===== src/design/saic_pkg.sv =====
// Shared constants, types and command codes of the instruction-cache tag block.
package saic_pkg;

	localparam int LINE_COUNT = 1024;
	localparam int LINE_AW    = 10;
	localparam int MAX_WAYS   = 8;
	localparam int WAY_W      = 3;
	localparam int FILL_W     = 4;
	localparam int ADDR_BITS  = 32;
	localparam int TAG_W      = 32;
	localparam int PAGE_W     = 20;
	localparam int CLR_W      = 11;
	localparam int LINE_DW    = 1 + TAG_W + PAGE_W;

	localparam logic [1:0] CFG_BLOCK_LOG2 = 2'd0;
	localparam logic [1:0] CFG_PAGE_LOG2  = 2'd1;
	localparam logic [1:0] CFG_SET_LOG2   = 2'd2;
	localparam logic [1:0] CFG_WAY_COUNT  = 2'd3;

	typedef enum logic [4:0] {
		DP_NOP,
		DP_CLR,
		DP_START,
		DP_ADDR,
		DP_PRB_RD,
		DP_PRB_CK,
		DP_FILL_RD,
		DP_FILL_CK,
		DP_ORD_RD,
		DP_ORD_CK,
		DP_HIT,
		DP_LINE_WR,
		DP_CALC,
		DP_ORD_WR,
		DP_FILL_WR,
		DP_INV_RD,
		DP_INV_WR,
		DP_INV_NEXT,
		DP_RESULT
	} dp_op_t;

	typedef enum logic [4:0] {
		ST_CLR,
		ST_IDLE,
		ST_ADDR,
		ST_PRB_RD,
		ST_PRB_CK,
		ST_FILL_RD,
		ST_FILL_CK,
		ST_ORD_RD,
		ST_ORD_CK,
		ST_UPD,
		ST_CALC,
		ST_ORD_WR,
		ST_FILL_WR,
		ST_INV_RD,
		ST_INV_CK,
		ST_INV_WR,
		ST_INV_NEXT,
		ST_DONE
	} state_t;

	typedef struct packed {
		dp_op_t op;
	} dp_cmd_t;

	typedef struct packed {
		logic mode_inv;
		logic prb_hit;
		logic prb_last;
		logic hit_found;
		logic ord_load_done;
		logic calc_any;
		logic calc_fill;
		logic ord_wr_last;
		logic fill_wr;
		logic inv_match;
		logic inv_last;
		logic clr_last;
		logic out_free;
	} dp_stat_t;

endpackage


===== src/design/saic_ctrl.sv =====
// Sequencer for lookups, page invalidates and the post-reset clearing pass.
module saic_ctrl
	import saic_pkg::*;
(
	input  logic     clk,
	input  logic     arst_n,
	input  logic     in_valid,
	output logic     in_stall,
	input  dp_stat_t stat,
	output dp_cmd_t  cmd
);

	state_t state_q, state_d;

	always_ff @(posedge clk or negedge arst_n) begin
		if (!arst_n) begin
			state_q <= ST_CLR;
		end else begin
			state_q <= state_d;
		end
	end

	always_comb begin
		state_t after_lru;
		after_lru = stat.mode_inv ? ST_INV_NEXT : ST_DONE;
		state_d = state_q;
		cmd.op = DP_NOP;
		in_stall = (state_q != ST_IDLE);
		case (state_q)
			ST_CLR: begin
				cmd.op = DP_CLR;
				if (stat.clr_last) state_d = ST_IDLE;
			end
			ST_IDLE: begin
				if (in_valid) begin
					cmd.op = DP_START;
					state_d = ST_ADDR;
				end
			end
			ST_ADDR: begin
				cmd.op = DP_ADDR;
				state_d = stat.mode_inv ? ST_INV_RD : ST_PRB_RD;
			end
			ST_PRB_RD: begin
				cmd.op = DP_PRB_RD;
				state_d = ST_PRB_CK;
			end
			ST_PRB_CK: begin
				cmd.op = DP_PRB_CK;
				state_d = (stat.prb_hit || stat.prb_last) ? ST_FILL_RD : ST_PRB_RD;
			end
			ST_FILL_RD: begin
				cmd.op = DP_FILL_RD;
				state_d = ST_FILL_CK;
			end
			ST_FILL_CK: begin
				cmd.op = DP_FILL_CK;
				state_d = ST_ORD_RD;
			end
			ST_ORD_RD: begin
				if (stat.ord_load_done) begin
					state_d = stat.mode_inv ? ST_CALC : ST_UPD;
				end else begin
					cmd.op = DP_ORD_RD;
					state_d = ST_ORD_CK;
				end
			end
			ST_ORD_CK: begin
				cmd.op = DP_ORD_CK;
				state_d = ST_ORD_RD;
			end
			ST_UPD: begin
				cmd.op = stat.hit_found ? DP_HIT : DP_LINE_WR;
				state_d = ST_CALC;
			end
			ST_CALC: begin
				cmd.op = DP_CALC;
				if (stat.calc_any) state_d = ST_ORD_WR;
				else if (stat.calc_fill) state_d = ST_FILL_WR;
				else state_d = after_lru;
			end
			ST_ORD_WR: begin
				cmd.op = DP_ORD_WR;
				if (stat.ord_wr_last) state_d = stat.fill_wr ? ST_FILL_WR : after_lru;
			end
			ST_FILL_WR: begin
				cmd.op = DP_FILL_WR;
				state_d = after_lru;
			end
			ST_INV_RD: begin
				cmd.op = DP_INV_RD;
				state_d = ST_INV_CK;
			end
			ST_INV_CK: begin
				state_d = stat.inv_match ? ST_INV_WR : ST_INV_NEXT;
			end
			ST_INV_WR: begin
				cmd.op = DP_INV_WR;
				state_d = ST_FILL_RD;
			end
			ST_INV_NEXT: begin
				cmd.op = DP_INV_NEXT;
				state_d = stat.inv_last ? ST_DONE : ST_INV_RD;
			end
			ST_DONE: begin
				if (stat.out_free) begin
					cmd.op = DP_RESULT;
					state_d = ST_IDLE;
				end
			end
			default: begin
				state_d = ST_IDLE;
			end
		endcase
	end

endmodule


===== config.mk =====
export PLATFORM = sky130hd
export DESIGN_NAME = saic_ctrl
export DESIGN_NICKNAME = d
export VERILOG_FILES = /design/src/design/saic_pkg.sv /design/src/design/saic_ctrl.sv
export SDC_FILE = /design/constraint.sdc
export NUM_CORES = 1
export LEC_CHECK = 0
export BUFFER_PORTS_ARGS = -buffer_cell sky130_fd_sc_hd__buf_4
export CELL_PAD_IN_SITES_DETAIL_PLACEMENT = 0
export CELL_PAD_IN_SITES_GLOBAL_PLACEMENT = 1
export CORE_MARGIN = 2
export CORE_UTILIZATION = 31
export DETAILED_ROUTE_END_ITERATION = 8
export HOLD_SLACK_MARGIN = 0.12
export MAX_ROUTING_LAYER = met4
export PLACE_DENSITY = 0.75
export SYNTH_ARGS = -nofsm -noshare
export SYNTH_HDL_FRONTEND = slang
export SYNTH_SLANG_ARGS = --single-unit

===== constraint.sdc =====
create_clock -name clk -period 1.5 [get_ports clk]
set_input_delay 0.225 -clock clk [delete_from_list [all_inputs] [get_ports clk]]
set_output_delay 0.225 -clock clk [all_outputs]
set_load 0.005 [all_outputs]

## Word level (Yosys, flattened, before mapping)

Index checks and enable logic that the tools add are counted.

- Eq/ne operators: 22
- Muxes and demuxes: 20
- Reduce and logical (&&, ||, !) cells: 4

Operator list:

| cell | number |
|---|---|
| $pmux 5 s17 | 2 |
| $mux 5 | 10 |
| $eq 5x4->1 const B | 8 |
| $eq 5x3->1 const B | 4 |
| $eq 5x2->1 const B | 2 |
| $eq 5x5->1 const B | 2 |
| $mux 4 | 2 |
| $ne 2x2->1 const B | 4 |
| $mux 2 | 3 |
| $eq 5x1->1 const B | 1 |
| $logic_not 5->1 | 1 |
| $ne 5x1->1 const B | 1 |
| $reduce_and 4->1 | 1 |
| $mux 3 | 1 |
| $mux 1 | 2 |
| $reduce_or 2->1 | 1 |
| $logic_or 1x1->1 | 1 |

- Output and inout port bits: 6
- Word-level logic and storage cells: 47
- Input bits: 16
- Bits in registers: 5

## Logic depth before layout (Yosys ltp)

Gate-level depths: netlist (run 1).

- Depth after elaboration: 4
- Depth in mapped cells: 7
- Mapped depth without buffers: 5

## Worst setup path before layout (run 1)

Ideal clock, no wire load.

- Path type: register to register
- From: reg state_q[0]
- To: reg state_q[0]
- Required time: 1.381 ns
- Arrival: 1.482 ns
- Period minus slack after synthesis: 1.600 ns
- Stages on the path, launching flop included: 5
- Slack: -0.100 ns
- Buffers on the path: 0
- Cells stage by stage: dfrtp_1 or2_4 or3_1 a211o_1 o21ba_1

- Cells in the longest elaborated chain, start to end: 3

Ends and longest elaborated chain:

| item | RTL line | RTL |
|---|---|---|
| start, declared | saic_ctrl.sv:13 | `state_t state_q, state_d;` |
| start signal, assigned | saic_ctrl.sv:19 | `state_q <= state_d;` |
| $eq 5x4->1 (tied with other cells) | saic_ctrl.sv:29 | `case (state_q)` |
| $reduce_or 2->1 (no source line) / $ne 2x2->1 (equally long branches) | - |  |
| $pmux 5 s17 / $reduce_and 4->1 (equally long branches) | - |  |

Several ways; a longest one is shown, not always the timed one.
A chain may end at the register's enable or synchronous reset.

==> metrics.txt, run 1 <==
DIE AREA roughly 2900 µm²; vias in the first global route 1209; hold_ws 194 ps; GRT Total Usage 0.269; Synthesized Nets 131; Filler cells 180; #FFs+latches synth 5; R2R depth 4; Die W 53.7 µm; TritonCTS clock tree built; YS warnings 0; min-delay src stat[0]; maxcap violations 0; R2R Path End state_q[0]; worst ir drop on vdd 1.18 mV; Crit path max-delay family buffers and inverters; Area growth syn-to-layout 103%; Buf/Inv on CP 3; WL/cell 17.2 µm; status finished, violations left; Initial Utilization 0.318; crit path time final 1750 ps; Reg area 129 µm²; final setup fails 11; root buf cell clkbuf_4; largest registers state_q x5; Starting DRT DRC Count 37; CTS sink count 5; unrepaired setup endpoints after global routing true; Core Rows 18; pre-CTS WS -217 ps; Worst setup EP type primary output; pin count of the biggest net entering global routing 11; Slew @ Worst Pin 375 ps; antenna violations before repair 0; CP Class reg -> out; maximum clock rate 572 MHz; Post-Place Cells 188; clk_skew 5.18 ps; nets@finish 200; Final Cycle Share 1.17; Clock Path Buffers 2; critical path fanouts, max 10; EDFF count, synth 0; CTS clk-pin slew, worst paths 50 ps; Pleak 0.676 nW; Pins Over Slew Limit 0; # IOs 22; first-pass GRT wire length 5.31 mm; DIE HEIGHT 53.7 µm; Slew headroom 0.748; detailed placement HPWL between 2 and 2.5 mm; failing checks setup timing; Max stage delay on crit path 400 ps; ant diodes 0; dominant synthesized flop cell dfrtp_1; Hold Path Class in -> reg; DR vias/cell around 6; gpl congestion 0.929; layout cells sized above 1 0.585; Pre-Repair DR Iteration Count 4; cts bufs inserted 3; crit-path most repeated cell buf_4; worst hold path endpoint state_q[4]; Mapped Area around 770 µm²; GR Overflow Total 0; H-tree depth 1; Routed Wire Length roughly 3.7 mm; Stages on worst setup path 6; fraction of registers with async set/reset 1.00; CP max stage cell dfrtp_1; Avg Cell Area, Syn 6.66 µm²; max reg flops 5; DRC 0; core area approximately 2400 µm²; Worst-Skew Late Latency 260 ps; Final Non-Filler Cells between 200 and 250; area of the multi-input gates 724 µm²; Final Hold Fails 0; Req. time, crit path 1270 ps; total number of vias roughly 1200; hold path cells 2; reg-to-reg slack, setup -200 ps; Reg with most FFs state_q; Worst R2R Start state_q[2]; Final ANT Viol Nets 0; port bufs 21; register area share after synthesis 0.163; CP Data Arrival Time 1520 ps; Synth cell types 43; Critical Path Start Type flip-flop; Worst Slack Setup Final -249 ps; Power Density 1950 nW/µm²; Cells after Synth 115; cell chain of the critical path buf_6, nor2b_2, buf_4, a32oi_1, o32ai_1, buf_4
[cell usage after synthesis (all sizes together) (2+ instances only)]
cell type / n / share of area
nor2b: 3 / 0.025
a211o: 3 / 0.034
nand3: 4 / 0.026
nor2: 16 / 0.078
nand2: 9 / 0.044
inv: 7 / 0.034
nor3: 5 / 0.033
o32ai: 2 / 0.023
a211oi: 3 / 0.029
o22ai: 2 / 0.016
nor4: 4 / 0.033
a32oi: 3 / 0.034
o21ai: 5 / 0.033
nand4: 2 / 0.016
clkbuf: 2 / 0.0098
or3: 2 / 0.016
o211ai: 3 / 0.029
a21oi: 5 / 0.033
dfrtp: 5 / 0.16
buf: 8 / 0.054
nand2b: 4 / 0.033
[worst max-delay path by stage]
| stage | slack [ps] | from | endpoint |
|---|---|---|---|
| after global routing | -310 | state_q[3] | cmd[2] |
| after CTS | -230 | state_q[0] | cmd[2] |
| after detailed placement | -220 | state_q[1] | state_q[2] |
| after floorplan | -60 | state_q[0] | state_q[0] |
| final | -250 | state_q[0] | cmd[1] |
| after global placement | -210 | state_q[2] | state_q[4] |
[layout by cell type, fill, tap and decap left out, drive strengths merged, types with 2 or more instances in the layout]
cell type | netlist | routed
a32oi | 3 | 3
or3 | 2 | 2
a21oi | 5 | 5
nor3 | 5 | 5
clkbuf | 2 | 4
a211oi | 3 | 3
nand2 | 9 | 9
o211ai | 3 | 3
nand2b | 4 | 4
inv | 7 | 7
nor4 | 4 | 4
nor2 | 16 | 16
nand3 | 4 | 4
a211o | 3 | 3
o21ai | 5 | 5
buf | 8 | 73
nor2b | 3 | 3
dfrtp | 5 | 5
o32ai | 2 | 2
o22ai | 2 | 2
nand4 | 2 | 2
[layout make-up]
| class | instances | area share |
|---|---|---|
| timing repair buffer | 74 | 0.391 |
| sequential | 5 | 0.0830 |
| inverter | 7 | 0.0185 |
| tap | 30 | 0.0242 |
| clock buffer | 4 | 0.0169 |
| multi-input combinational | 93 | 0.467 |
[cells by family (layout without fill, tap and decap cells)]
group           Yosys count  count (layout)  synth area share
compound gates           38              38             0.366
xor+xnor                  1               1            0.0114
buf+inv                  17              85            0.0980
flops                     5               5             0.163
simple gates             54              54             0.361
[timing repair]
action                                  CTS  global route
resized for setup                        30            23
hold buffers                              1             0
endpoints found under the setup margin   11            11
pin swaps                                14            16
gates cloned                              0             0
hold endpoints to repair                  5             0
buffers inserted                         16             4
[routing by layer]
layer / global-route usage / vias to the layer above / part of all wire
met3: 0.0444 / 23 / 0.055
li1: - / 568 / -
met4: 0.184 / 0 / 0.053
met1: 0.300 / 595 / 0.39
met5: - / - / 0
met2: 0.435 / 62 / 0.50
[through the flow]
| stage | total power [mW] | setup TNS (ps) | cell area, µm² | utilization |
|---|---|---|---|---|
| CTS | 2.69 | -1760 | 1420 | 0.588 |
| global placement | 1.96 | -1030 | 1160 | 0.480 |
| floorplan | 1.18 | -91.1 | 771 | - |
| global route | 3.19 | -2600 | 1550 | 0.644 |
| detailed placement | 1.98 | -1210 | 1160 | 0.480 |
| finish | 3.03 | -1900 | 1550 | 0.644 |
[report_power, final]
| group | switching (mW) | total (mW) | internal (mW) |
|---|---|---|---|
| sequential | 0.0718 | 0.263 | 0.191 |
| combinational | 1.17 | 2.60 | 1.42 |
| clock | 0.0705 | 0.172 | 0.102 |
(Power assumes the default switching activity.)
==> inputs of run 2 (changes only) <==
--- a/config.mk
+++ b/config.mk
@@ -9,11 +9,11 @@
 export CELL_PAD_IN_SITES_DETAIL_PLACEMENT = 0
 export CELL_PAD_IN_SITES_GLOBAL_PLACEMENT = 1
 export CORE_MARGIN = 2
-export CORE_UTILIZATION = 31
+export CORE_UTILIZATION = 37
 export DETAILED_ROUTE_END_ITERATION = 8
 export HOLD_SLACK_MARGIN = 0.12
 export MAX_ROUTING_LAYER = met4
-export PLACE_DENSITY = 0.75
+export PLACE_DENSITY = 0.84
 export SYNTH_ARGS = -nofsm -noshare
 export SYNTH_HDL_FRONTEND = slang
 export SYNTH_SLANG_ARGS = --single-unit
==> constraint.sdc (replaced) <==
create_clock -name clk -period 2.2 [get_ports clk]
set_input_delay 0.33 -clock clk [delete_from_list [all_inputs] [get_ports clk]]
set_output_delay 0.33 -clock clk [all_outputs]
set_load 0.005 [all_outputs]
==> metrics.txt, run 2 (synthesis results as in run 1) <==
critical path fanouts, max 19; antenna violations before repair 0; Area growth syn-to-layout 29.2%; R2R Path End state_q[2]; detailed placement HPWL 1.79 mm; status complete, no violations; DRC 0; Post-Place Cells 159; Clock Path Buffers 2; P_int between 0.5 and 0.6 mW; largest registers state_q x5; core area between 1500 and 2000 µm²; Final Non-Filler Cells 164; TritonCTS clock tree built; Worst-Skew Late Latency 250 ps; Critical Path Start Type flip-flop; Power Density 1190 nW/µm²; Final Hold Fails 0; vias in the first global route 885; maximum clock rate between 400 and 500 MHz; Post-CTS Resized 0; Worst setup EP type primary output; # IOs 22; Initial Utilization 0.390; ant diodes 0; nets@finish 154; Worst R2R Start state_q[4]; CP Class reg -> out; Sw Ratio 0.493; CTS clk-pin slew, worst paths 50 ps; Pins Over Slew Limit 0; CP Data Arrival Time 1680 ps; DIE AREA 2450 µm²; worst hold path endpoint state_q[4]; post-CTS setup buffer count 0; CP max stage cell dfrtp_1; GRT Total Usage 0.213; worst ir drop on vdd 0.642 mV; Buf/Inv on CP 2; maxcap violations 0; total number of vias a little under 1000; Crit path max-delay family flip-flops; Pre-Repair DR Iteration Count 4; Routed Wire Length 2.40 mm; crit path time final 2010 ps; gpl congestion 0.962; DIE HEIGHT 49.5 µm; Max stage delay on crit path roughly 710 ps; Die W between 40 and 50 µm; Starting DRT DRC Count 38; Req. time, crit path 1870 ps; Reg with most FFs state_q; cts bufs inserted 3; pin count of the biggest net entering global routing 22; final setup fails 0; layout cells sized above 1 0.234; DR vias/cell between 6 and 7; H-tree depth 1; Hold Buf Count CTS 1; first-pass GRT wire length 4.00 mm; reg-to-reg slack, setup 380 ps; CTS sink count 5; port bufs 21; Slew headroom 0.610; clk_skew 1.74 ps; Gate power share 0.733; Final ANT Viol Nets 0; Final Cycle Share 0.915; Core Rows 16; Pleak 0.406 nW; Filler cells 233; R2R depth 5; cell chain of the critical path buf_4, nand4_1, nor2_1, a21oi_1, nor2_1, buf_4; Slew @ Worst Pin 585 ps; sequential power share 0.169; min-delay src stat[0]; commonest non-fill, non-tap cell in the layout buf_4; Hold Path Class in -> reg; WL/cell 14.6 µm; unrepaired setup endpoints after global routing false; power share of the clock group 0.098; max reg flops 5; hold path cells 2; switching power between 0.5 and 0.6 mW; root buf cell clkbuf_4; Setup TNS 0 ps; GR Overflow Total 0; most frequent cells in the layout 27 x buf_4, 16 x nor2_1, 9 x nand2_1, 6 x inv_1
## run 2: power by group through the flow
stage / clock network, mW / logic (mW) / registers (mW)
after global placement: 0 / 0.856 / 0.196
after detailed placement: 0 / 0.854 / 0.198
after global routing: 0.121 / 0.957 / 0.207
after CTS: 0.113 / 0.861 / 0.196
after floorplan: 0 / 0.640 / 0.152
final: 0.115 / 0.862 / 0.198
## run 2: worst max-delay path by stage
stage	from	endpoint	slack [ps]	depth (start not counted)
2_1_floorplan	state_q[0]	state_q[0]	600	4
3_3_place_gp	state_q[2]	state_q[0]	430	3
3_5_place_dp	state_q[4]	state_q[2]	410	5
4_1_cts	state_q[2]	cmd[3]	200	6
5_1_grt	state_q[2]	cmd[3]	60	6
6_report	state_q[2]	cmd[3]	190	6
## run 2: final cells by class
type / instances / area [µm²] / share of cell area
clock buffers: 4 / 26.3 / 0.0265
inverters: 7 / 26.3 / 0.0265
multi-input cells: 93 / 566 / 0.571
flip-flops and latches: 5 / 125 / 0.126
well taps: 27 / 33.8 / 0.0341
repair buffers: 28 / 213 / 0.215
## run 2: metrics by stage
stage	power [mW]	hold slack [ps]	worst slack [ps]	utilization	instance area [µm²]
floorplan	0.793	34.4	600	-	766
global placement	1.05	137	428	0.486	953
detailed placement	1.05	139	414	0.486	953
CTS	1.17	310	196	0.504	990
global route	1.29	318	59.8	0.504	990
finish	1.18	298	187	0.504	990
## run 2: metal layers
layer | up-vias | GRT usage | wire [µm]
li1 | 479 | - | -
met1 | 462 | 0.277 | 1070
met2 | 42 | 0.347 | 1170
met3 | 7 | 0.0182 | 112
met4 | 0 | 0.0787 | 51
met5 | - | - | 0
==> inputs of run 3 (changes only) <==
--- a/config.mk
+++ b/config.mk
@@ -14,6 +14,7 @@
 export HOLD_SLACK_MARGIN = 0.12
 export MAX_ROUTING_LAYER = met4
 export PLACE_DENSITY = 0.84
+export RECOVER_POWER = 25
 export SYNTH_ARGS = -nofsm -noshare
 export SYNTH_HDL_FRONTEND = slang
 export SYNTH_SLANG_ARGS = --single-unit
==> metrics.txt, run 3 (synthesis results as in run 1) <==
maximum clock rate 495 MHz; CP Class reg -> out; gpl congestion 0.962; largest registers state_q x5; TritonCTS clock tree built; Starting DRT DRC Count 42; final setup fails 0; clk_skew approximately 2.0 ps; antenna violations before repair 0; layout cells sized above 1 0.226; Final Hold Fails 0; Final Cycle Share 0.917; grt met2 use 0.347; Critical Path Start Type flip-flop; total number of vias ~1000; Req. time, crit path 1870 ps; status complete, no violations; worst ir drop on vdd 0.643 mV; commonest non-fill, non-tap cell in the layout buf_4; Post-Place Cells ~160; sequential power share 0.169; Final Util 0.503; CTS clk-pin slew, worst paths 50 ps; Worst setup EP type primary output; P_int 0.595 mW; vias in the first global route 885; max reg flops 5; power share of the clock group 0.097; Sw Ratio 0.493; post-CTS setup buffer count 0; most frequent cells in the layout 26 x buf_4, 16 x nor2_1, 9 x nand2_1, 6 x inv_1; ant diodes 0; GRT met1 Usage 0.277; Routed Wire Length ~2.4 mm; Die W 49.5 µm; Final ANT Viol Nets 0; Worst Slack Setup Final 182 ps; DR vias/cell 6.06; Setup TNS 0 ps; nets@finish 154; pin count of the biggest net entering global routing 22; detailed placement HPWL ~1.8 mm; M3 GR Usage 0.0182; Slew @ Worst Pin 593 ps; GR Overflow Total 0; DRC 0; root buf cell clkbuf_4; Worst-Skew Late Latency between 200 and 300 ps; Pleak 0.402 nW; core area 1960 µm²; Final Non-Filler Cells 164; Area growth syn-to-layout 28.8%; H-tree depth 1; Power Density 1190 nW/µm²; critical path fanouts, max 19; Pins Over Slew Limit 0; Slew headroom 0.605; Gate power share 0.734; Pre-Repair DR Iteration Count 4; WL/cell 14.8 µm; Initial Utilization 0.390; first-pass GRT wire length about 4 mm; Hold Path Class in -> reg; Reg with most FFs state_q; CP Data Arrival Time between 1500 and 2000 ps; # IOs 22; CTS sink count 5; maxcap violations 0; Core Rows 16; Tot Pwr roughly 1.2 mW; DIE HEIGHT ~49 µm; Clock Path Buffers 2; cts bufs inserted 3; GR peak layer met2; crit path time final ~2000 ps; pre-CTS WS around 410 ps; GRT Total Usage 0.213; switching power 0.579 mW; unrepaired setup endpoints after global routing false; port bufs 21; DIE AREA 2450 µm²
## run 3: changes by cell type in the layout (fill, tap and decap cells not counted)
cell	delta
clkbuf_1	+1
buf_4	-1
## run 3: power groups by stage
stage               Clock, mW  Sequential (mW)  Combinational [mW]
floorplan                   0            0.152               0.640
global placement            0            0.196               0.856
detailed placement          0            0.198               0.854
CTS                     0.113            0.196               0.861
global route            0.121            0.207               0.956
finish                  0.114            0.199               0.862
## run 3: worst paths after layout
path                                 start         end  slack, ps  cells past startpoint
worst max-delay path            state_q[2]      cmd[3]        180                      6
worst min-delay path               stat[0]  state_q[4]        300                      2
worst max register to register  state_q[4]  state_q[2]        380                      5
worst min register to register  state_q[0]  state_q[4]        840                      3
max in group asynchronous           arst_n  state_q[4]       1490                      2
min in group asynchronous           arst_n  state_q[2]        480                      2
## run 3: stage by stage
step	hold WS (ps)	instance area, µm²
finish	300	986
detailed placement	139	953
CTS	310	990
floorplan	34.4	766
global placement	137	953
global route	318	986
## run 3: per-layer routing
metal  vias up  wire length [µm]  part of all wire
met5         -                 0                 0
met3         9               133             0.055
li1        480                 -                 -
met2        41              1170              0.48
met1       464              1060              0.44
met4         0                56             0.023
## run 3: what timing repair did
action	CTS	global route
resized for setup	0	0
hold buffers	1	0
endpoints found under the hold margin	5	0
## run 3: final cells by class
class	count	area, µm²
clock buffers	4	26.3
multi-input cells	93	566
fillers	235	976
well taps	27	33.8
repair buffers	28	209
inverters	7	26.3
flip-flops and latches	5	125
## run 3: worst max-delay path, stage by stage (launching register included)
cell	delay, ps
dfrtp_1	710
buf_4	250
nand4_1	110
nor2_1	110
a21oi_1	50
nor2_1	90
buf_4	110
